--- src/datetime_string_validator_defines.svh ---
// assertion macros shared by the datetime string validator
`ifndef DATETIME_STRING_VALIDATOR_DEFINES_SVH
`define DATETIME_STRING_VALIDATOR_DEFINES_SVH

// same-cycle implication, checked outside reset
`define DSV_ASSERT_SAME(label, clk, rst_n, ante, cons, msg) \
    label: assert property (@(posedge clk) disable iff (!rst_n) (ante) |-> (cons)) \
        else $error(msg);

// next-cycle implication, checked outside reset
`define DSV_ASSERT_NEXT(label, clk, rst_n, ante, cons, msg) \
    label: assert property (@(posedge clk) disable iff (!rst_n) (ante) |=> (cons)) \
        else $error(msg);

`endif

--- src/dsv_pkg.sv ---
// types, constants and check functions of the datetime string validator
package dsv_pkg;

    // layout modes
    localparam logic [1:0] MODE_TIME     = 2'd0;
    localparam logic [1:0] MODE_DATE     = 2'd1;
    localparam logic [1:0] MODE_DATETIME = 2'd2;
    localparam logic [1:0] MODE_FRAC     = 2'd3;

    // separator characters
    localparam logic [7:0] CH_DASH  = 8'h2D;
    localparam logic [7:0] CH_SPACE = 8'h20;
    localparam logic [7:0] CH_COLON = 8'h3A;
    localparam logic [7:0] CH_DOT   = 8'h2E;
    localparam logic [7:0] CH_ZERO  = 8'h30;
    localparam logic [7:0] CH_NINE  = 8'h39;

    // slot positions of the joined layout
    localparam logic [5:0] TIME_OFFSET = 6'd11;
    localparam logic [5:0] LAST_SLOT   = 6'd22;
    localparam logic [5:0] LIMIT_DATE  = 6'd10;
    localparam logic [5:0] LIMIT_TIME  = 6'd19;
    localparam logic [5:0] LIMIT_FRAC  = 6'd23;
    localparam logic [5:0] END_FRAC_LO = 6'd21;
    localparam logic [4:0] POS_MAX     = 5'd31;

    typedef enum logic [3:0] {
        SK_YEAR, SK_MONTH, SK_DAY, SK_HOUR, SK_MIN, SK_SEC, SK_FRAC,
        SK_DASH, SK_SPACE, SK_COLON, SK_DOT
    } t_slot;

    // per-string state; year is kept as four bcd digits
    typedef struct packed {
        logic [4:0]  position;
        logic        failed;
        logic [15:0] year_bcd;
        logic [6:0]  month;
        logic [6:0]  day;
        logic [6:0]  hour;
        logic [6:0]  minute;
        logic [6:0]  second;
        logic [1:0]  frac_cnt;
    } t_dsv_state;

    // slot kind of "YYYY-MM-DD hh:mm:ss.fff"
    function automatic t_slot slot_kind(input logic [4:0] idx);
        t_slot k;
        case (idx)
            5'd0, 5'd1, 5'd2, 5'd3: k = SK_YEAR;
            5'd4, 5'd7:             k = SK_DASH;
            5'd5, 5'd6:             k = SK_MONTH;
            5'd8, 5'd9:             k = SK_DAY;
            5'd10:                  k = SK_SPACE;
            5'd11, 5'd12:           k = SK_HOUR;
            5'd13, 5'd16:           k = SK_COLON;
            5'd14, 5'd15:           k = SK_MIN;
            5'd17, 5'd18:           k = SK_SEC;
            5'd19:                  k = SK_DOT;
            default:                k = SK_FRAC;
        endcase
        return k;
    endfunction

    // times ten plus digit, kept to seven bits
    function automatic logic [6:0] acc7(input logic [6:0] v, input logic [3:0] d);
        logic [10:0] w;
        w = {1'b0, v, 3'b000} + {3'b000, v, 1'b0} + {7'd0, d};
        return w[6:0];
    endfunction

    // two bcd digits ab, value mod 4
    function automatic logic [1:0] pair_mod4(input logic [3:0] a, input logic [3:0] b);
        logic [1:0] m;
        m = {a[0], 1'b0} + b[1:0];
        return m;
    endfunction

    function automatic logic leap_year(input logic [15:0] y);
        logic div4, div100, div400;
        div4   = (pair_mod4(y[7:4], y[3:0]) == 2'd0);
        div100 = (y[7:0] == 8'h00);
        div400 = div100 && (pair_mod4(y[15:12], y[11:8]) == 2'd0);
        return div400 || (div4 && !div100);
    endfunction

    function automatic logic date_legal(input logic [15:0] y, input logic [6:0] m,
                                        input logic [6:0] d);
        logic ok;
        ok = (y != 16'd0) && (m >= 7'd1) && (m <= 7'd12) && (d >= 7'd1) && (d <= 7'd31);
        if (m == 7'd2) begin
            ok = ok && (leap_year(y) ? (d < 7'd30) : (d < 7'd29));
        end else if (m == 7'd4 || m == 7'd6 || m == 7'd9 || m == 7'd11) begin
            ok = ok && (d != 7'd31);
        end
        return ok;
    endfunction

    function automatic logic time_legal(input logic [6:0] h, input logic [6:0] mi,
                                        input logic [6:0] s);
        return (h <= 7'd23) && (mi <= 7'd59) && (s <= 7'd59);
    endfunction

endpackage

--- src/dsv_char_step.sv ---
// per-character layout check, field collection and end-of-string verdict
module dsv_char_step (
    input  logic [1:0]          i_mode,
    input  logic [7:0]          i_char_code,
    input  dsv_pkg::t_dsv_state i_state,
    output dsv_pkg::t_dsv_state o_state,
    output logic                o_verdict
);
    import dsv_pkg::*;

    logic [5:0] offset;
    logic [5:0] idx;
    logic [5:0] limit;
    logic [5:0] end_pos;
    logic       is_digit;
    logic [3:0] digit;
    logic       date_ok;
    logic       time_ok;

    // slot index and reach of the selected layout
    always_comb begin
        offset = (i_mode == MODE_TIME) ? TIME_OFFSET : 6'd0;
        idx    = {1'b0, i_state.position} + offset;
        unique case (i_mode)
            MODE_DATE: limit = LIMIT_DATE;
            MODE_FRAC: limit = LIMIT_FRAC;
            default:   limit = LIMIT_TIME;
        endcase
        is_digit = (i_char_code >= CH_ZERO) && (i_char_code <= CH_NINE);
        digit    = is_digit ? i_char_code[3:0] : 4'd0;
    end

    // state update for one character
    always_comb begin
        o_state = i_state;
        if (i_state.position != POS_MAX) begin
            o_state.position = i_state.position + 5'd1;
        end
        if (!i_state.failed) begin
            if (idx >= limit || idx > LAST_SLOT) begin
                o_state.failed = 1'b1;
            end else begin
                case (slot_kind(idx[4:0]))
                    SK_DASH:  o_state.failed = (i_char_code != CH_DASH);
                    SK_SPACE: o_state.failed = (i_char_code != CH_SPACE);
                    SK_COLON: o_state.failed = (i_char_code != CH_COLON);
                    SK_DOT:   o_state.failed = (i_char_code != CH_DOT);
                    SK_YEAR:  o_state.year_bcd = {i_state.year_bcd[11:0], digit};
                    SK_MONTH: o_state.month  = acc7(i_state.month, digit);
                    SK_DAY:   o_state.day    = acc7(i_state.day, digit);
                    SK_HOUR:  o_state.hour   = acc7(i_state.hour, digit);
                    SK_MIN:   o_state.minute = acc7(i_state.minute, digit);
                    SK_SEC:   o_state.second = acc7(i_state.second, digit);
                    default: begin
                        if (i_state.frac_cnt != 2'd3) begin
                            o_state.frac_cnt = i_state.frac_cnt + 2'd1;
                        end
                    end
                endcase
                // digit slots fail on anything but 0..9
                if (!is_digit && slot_kind(idx[4:0]) != SK_DASH
                        && slot_kind(idx[4:0]) != SK_SPACE
                        && slot_kind(idx[4:0]) != SK_COLON
                        && slot_kind(idx[4:0]) != SK_DOT) begin
                    o_state.failed = 1'b1;
                end
            end
        end
    end

    // verdict on the updated state, used when this is the last character
    always_comb begin
        end_pos = {1'b0, o_state.position} + offset;
        date_ok = date_legal(o_state.year_bcd, o_state.month, o_state.day);
        time_ok = time_legal(o_state.hour, o_state.minute, o_state.second);
        unique case (i_mode)
            MODE_TIME:     o_verdict = (end_pos == LIMIT_TIME) && time_ok;
            MODE_DATE:     o_verdict = (end_pos == LIMIT_DATE) && date_ok;
            MODE_DATETIME: o_verdict = (end_pos == LIMIT_TIME) && date_ok && time_ok;
            default:       o_verdict = (end_pos >= END_FRAC_LO) && (end_pos <= LIMIT_FRAC)
                                       && (o_state.frac_cnt != 2'd0) && date_ok && time_ok;
        endcase
        o_verdict = o_verdict && !o_state.failed;
    end

endmodule

--- src/datetime_string_validator.sv ---
// datetime string validator: top level with handshake, state and result registers
//
// Input channel: one ASCII character per beat (i_char_code) with i_is_last
// marking the end of a string; accepted when i_valid and o_ready are high.
// Output channel: one beat per string (o_valid_res), given for the beat that
// carried i_is_last; taken when o_valid and i_ready are high.
// Configuration: i_cfg_we writes i_cfg_data into the layout mode
// (0 hh:mm:ss, 1 YYYY-MM-DD, 2 joined, 3 joined with 1 to 3 fraction digits).
// Path: a last character is held in the input register, and the character step
// then writes its verdict into the result register, which drives o_valid.
// Throughput: one character per cycle while o_ready is high; the character
// step is one pass of compare and digit accumulate, and the verdict is a few
// compares on it.
// Reset: mode returns to 2, string state and both stages are cleared.
// Stall: while a result waits, characters that are not last keep flowing;
// a last character waits in the input register, and o_ready drops once
// that register cannot move.
`include "datetime_string_validator_defines.svh"

module datetime_string_validator (
    input  logic       i_clk,
    input  logic       i_rst_n,
    input  logic       i_cfg_we,
    input  logic [1:0] i_cfg_data,
    input  logic       i_valid,
    output logic       o_ready,
    input  logic [7:0] i_char_code,
    input  logic       i_is_last,
    output logic       o_valid,
    input  logic       i_ready,
    output logic       o_valid_res
);
    import dsv_pkg::*;

    logic [1:0] r_mode;
    logic       r_s1_valid;
    logic       r_s1_last;
    logic [7:0] r_s1_char;
    logic [1:0] r_s1_mode;
    t_dsv_state r_state;
    logic       r_out_valid;
    logic       r_out_res;

    t_dsv_state n_state;
    logic       verdict;
    logic       out_free;
    logic       s1_go;
    logic       in_beat;

    logic       last_go;
    logic       out_stalled;
    logic       state_clear;
    logic       has_pos;

    // handshake between the stages
    always_comb begin
        out_free = !r_out_valid || i_ready;
        s1_go    = r_s1_valid && (!r_s1_last || out_free);
        o_ready  = !r_s1_valid || s1_go;
        in_beat  = i_valid && o_ready;
    end

    dsv_char_step u_step (
        .i_mode      (r_s1_mode),
        .i_char_code (r_s1_char),
        .i_state     (r_state),
        .o_state     (n_state),
        .o_verdict   (verdict)
    );

    // mode register
    always_ff @(posedge i_clk) begin
        if (!i_rst_n) begin
            r_mode <= MODE_DATETIME;
        end else if (i_cfg_we) begin
            r_mode <= i_cfg_data;
        end
    end

    // input register
    always_ff @(posedge i_clk) begin
        if (!i_rst_n) begin
            r_s1_valid <= 1'b0;
        end else if (o_ready) begin
            r_s1_valid <= i_valid;
        end
    end

    always_ff @(posedge i_clk) begin
        if (in_beat) begin
            r_s1_char <= i_char_code;
            r_s1_last <= i_is_last;
            r_s1_mode <= r_mode;
        end
    end

    // string state, cleared after the last character
    always_ff @(posedge i_clk) begin
        if (!i_rst_n) begin
            r_state <= '0;
        end else if (s1_go) begin
            r_state <= r_s1_last ? '0 : n_state;
        end
    end

    // result register
    always_ff @(posedge i_clk) begin
        if (!i_rst_n) begin
            r_out_valid <= 1'b0;
        end else if (s1_go && r_s1_last) begin
            r_out_valid <= 1'b1;
        end else if (i_ready) begin
            r_out_valid <= 1'b0;
        end
    end

    always_ff @(posedge i_clk) begin
        if (s1_go && r_s1_last) begin
            r_out_res <= verdict;
        end
    end

    assign o_valid     = r_out_valid;
    assign o_valid_res = r_out_res;

    // terms used by the checks
    assign last_go     = s1_go && r_s1_last;
    assign out_stalled = r_out_valid && !i_ready && r_s1_valid && r_s1_last;
    assign state_clear = (r_state.position == 5'd0) && !r_state.failed;
    assign has_pos     = (r_state.position != 5'd0);

    // a last character always lands a result beat
    `DSV_ASSERT_NEXT(a_last_gives_beat, i_clk, i_rst_n, last_go, r_out_valid, "no result beat")
    // a waiting result is never overwritten
    `DSV_ASSERT_SAME(a_no_overwrite, i_clk, i_rst_n, out_stalled, !s1_go, "result overwritten")
    // string state restarts after each result
    `DSV_ASSERT_NEXT(a_state_cleared, i_clk, i_rst_n, last_go, state_clear, "state not cleared")
    // a failure is only ever recorded after some character
    `DSV_ASSERT_SAME(a_fail_has_pos, i_clk, i_rst_n, r_state.failed, has_pos, "no character seen")

endmodule

--- config.mk ---
export PLATFORM = sky130hd
export DESIGN_NAME = datetime_string_validator
export DESIGN_NICKNAME = d
export VERILOG_FILES = /design/src/dsv_pkg.sv /design/src/dsv_char_step.sv /design/src/datetime_string_validator.sv
export VERILOG_INCLUDE_DIRS = /design/src /design/src/src
export SDC_FILE = /design/constraint.sdc
export NUM_CORES = 1
export LEC_CHECK = 0
export CORE_MARGIN = 3
export CORE_UTILIZATION = 40
export DETAILED_ROUTE_END_ITERATION = 7
export DONT_BUFFER_PORTS = 1
export PLACE_DENSITY = 0.56
export SLEW_MARGIN = 20
export SYNTH_ARGS = -nofsm -noshare
export SYNTH_HDL_FRONTEND = slang
export SYNTH_SLANG_ARGS = --single-unit
--- constraint.sdc ---
create_clock -name i_clk -period 13.7 [get_ports i_clk]
set_input_delay 0 -clock i_clk [delete_from_list [all_inputs] [get_ports i_clk]]
set_output_delay 0 -clock i_clk [all_outputs]
set_load 0.1 [all_outputs]
==> flow_metrics.tcl <==
set metrics [dict create \
    critPathLaunchType "flop" \
    critical_path_class "reg -> reg" \
    post_drt_via_cell_ratio 5.84 \
    dp_hpwl_um 10100 \
    io_buffers 0 \
    utilization_pct 45.7 \
    required_ns 13.80 \
    worstMarginPinSlew_ns 1.09 \
    n_antenna_cell 0 \
    insertion_delay_ns 0.36 \
    dieArea_um2 15600 \
    synth_flop_cell "dfxtp_1" \
    gp_congestion 0.807 \
    finalMaxSlewViolations 0 \
    rsz0062_at_grt "no" \
    setup_viol 0 \
    hold_violations 0 \
    start_util_pct 41.7 \
    tns_ns 0 \
    ios 19 \
    cts.sinks 75 \
    drc 0 \
    core-area_um2 13600 \
    grt_pass1_vias 4720 \
    status "finished, final reports clean" \
    ys_seq_area_share_pct 28.7 \
    hold_class "in -> reg" \
    clkTransAtPathRegs_ns 0.06 \
    async_reset_ff_share_pct 0 \
    crit_fanout 13 \
    drt_iter0_drc 416 \
    tritoncts "yes" \
    syn_area_um2 5660 \
    synth_area_leaders "dfxtp_1 (22%), ha_1 (10%), nor2b_1 (6.4%), a22oi_1 (6.4%), edfxtp_1 (6.4%)" \
    overflow 0 \
    ant_nets 0 \
    ys_seq_elements 75 \
    relSlewSlack_pct 26.6 \
    wl_per_cell_um 16.9 \
    drt_pass1_iterations 5 \
    drive_gt1_share_pct 6.03 \
    clock_path_buffers 2 \
    synthTopCellsByCount "dfxtp_1 (63), nor2b_1 (58), a22oi_1 (48)" \
    die_w_um 125 \
    crit_arrival_ns 5.69 \
    fin_nets 715 \
    postSynthAreaPerCell_um2 8.84 \
    cts_htree_levels 3 \
    cap_violations 0 \
    yosys.area.top_type "dfxtp_1" \
    power_density_nw_per_um2 80.2 \
    num_rows 42 \
    grt_first_pass_wirelength_um 23700 \
    cellLeakagePower_nw 2.56 \
    synth_edf_count 12 \
    grt_antenna_before_repair 0 \
    netlist-cell-type-count 80 \
    yosys_warnings 0 \
    synth_top_area_share_pct 22.3 \
    post-synth-top-count-cell "dfxtp_1" \
    drt_wl_total_um 13900 \
    die_y_um 125 \
    syn_nets 713 \
    layout_worst_path_cycle_share_pct 40.8 \
    max_freq_mhz 179 \
    synth_cells 640 \
    syn_to_final_growth_pct 9.60 \
    cts_made_buffers 9 \
    cts.repair.resized 0 \
    min_period_ns 5.58 \
    ir_worst_vdd_v 0.0000765 \
    end_kind "flop" \
    grt_max_degree 62 \
    fin_skew_ns 0.00875 \
    dr_total_vias 4806 \
    n_fill_cell 1306 \
    track_usage_pct 18.5 \
    cts_root_buffer "clkbuf_16" \
]
power breakdown:
part | switching [W] | leakage [nW] | total, W | internal [W]
Sequential | 0.00000564 | 0.623 | 0.000233 | 0.000227
Clock | 0.0000975 | 0.127 | 0.000220 | 0.000123
Combinational | 0.0000268 | 1.81 | 0.0000443 | 0.0000175
Total | 0.000130 | 2.56 | 0.000497 | 0.000367
cell families after synthesis:
group / synth area share (%)
multiplexers: 2.34
AND/OR/NAND/NOR: 22.4
buffers and inverters: 5.04
adder cells (fa/ha/maj): 13.9
flip-flops: 28.7
AO/OA/AOI/OAI: 21.4
XOR/XNOR: 6.22
cell type report:
type / count / area, um2 / share of cell area [%]
Tap cell: 176 / 220 / 3.55
Multi-Input combinational cell: 499 / 3750 / 60.5
Timing Repair Buffer: 18 / 185 / 2.99
Clock buffer: 10 / 229 / 3.69
Sequential cell: 75 / 1620 / 26.2
Clock inverter: 6 / 41.3 / 0.666
Inverter: 39 / 149 / 2.40
path summary, 6_finish.rpt:
check                                   from           end  slack [ns]  cells past startpoint
worst max-delay path            r_s1_mode[0]   o_valid_res        8.12                     17
worst min-delay path                 i_rst_n   r_state[33]       0.009                      2
worst max register to register  r_s1_mode[0]   o_valid_res        8.12                     17
worst min register to register     r_mode[0]  r_s1_mode[0]        0.47                      0
metrics by stage:
step / worst slack [ns] / area [um2] / total power [W] / cells / hold slack (ns)
floorplan: 9.22 / 5660 / 0.000268 / 640 / 0.0989
global placement: 8.41 / 5760 / 0.000274 / 791 / 0.0775
detailed placement: 8.17 / 5760 / 0.000275 / 791 / 0.0779
CTS: 8.12 / 6200 / 0.000503 / 823 / 0.0134
global route: 7.78 / 6200 / 0.000517 / 823 / 0.0282
finish: 8.12 / 6200 / 0.000497 / 823 / 0.00950
flip-flops by register name (all words and copies together) (netlist names):
signal	cells
r_s1_last	1
r_s1_char	8
r_mode	2
o_valid	1
r_s1_mode	2
o_valid_res	1
r_state	59
r_s1_valid	1
worst max-delay path, stage by stage, from the launching register on:
cell	delay (ns)
edfxtp_1	0.56
or2_1	0.41
inv_1	0.10
ha_1	0.25
ha_1	0.24
o21ai_1	0.23
a2bb2oi_4	0.21
xor2_4	0.30
inv_2	0.10
ha_1	0.32
a211o_1	0.29
a2111o_1	0.46
a21oi_2	0.46
and3_1	0.42
mux2_2	0.37
a311oi_1	0.29
a2111oi_2	0.07
o221a_1	0.23
cells in the final DEF, fill, tap and decap left out, drive strengths merged, types with 8 or more instances in the layout:
cell type,synthesis,layout
xnor2,23,23
edfxtp,12,12
o21ai,21,21
nor4,11,11
xor2,15,15
a21oi,28,28
dfxtp,63,63
nand3,19,19
nand2,40,40
or3,8,8
nor2,23,23
nor2b,58,58
a22oi,48,48
inv,39,40
mux2i,11,11
dlygate4sd3,0,15
nand4,9,9
and2,8,8
ha,47,47
fa,10,10
clkbuf,15,10
nor3,24,24
a31oi,9,9
a21o,10,10
metal layers:
metal / share of wire (%) / GRT usage [%]
met3: 5.1 / 5.32
met4: 2.2 / 6.38
met2: 46 / 29.4
met5: 0 / 0
met1: 47 / 24.2
repair_timing:
item,CTS,global route
hold buffers,16,0
endpoints found under the hold margin,74,0
setup buffers,0,0
Note: power is estimated with default switching activity, not from simulation.
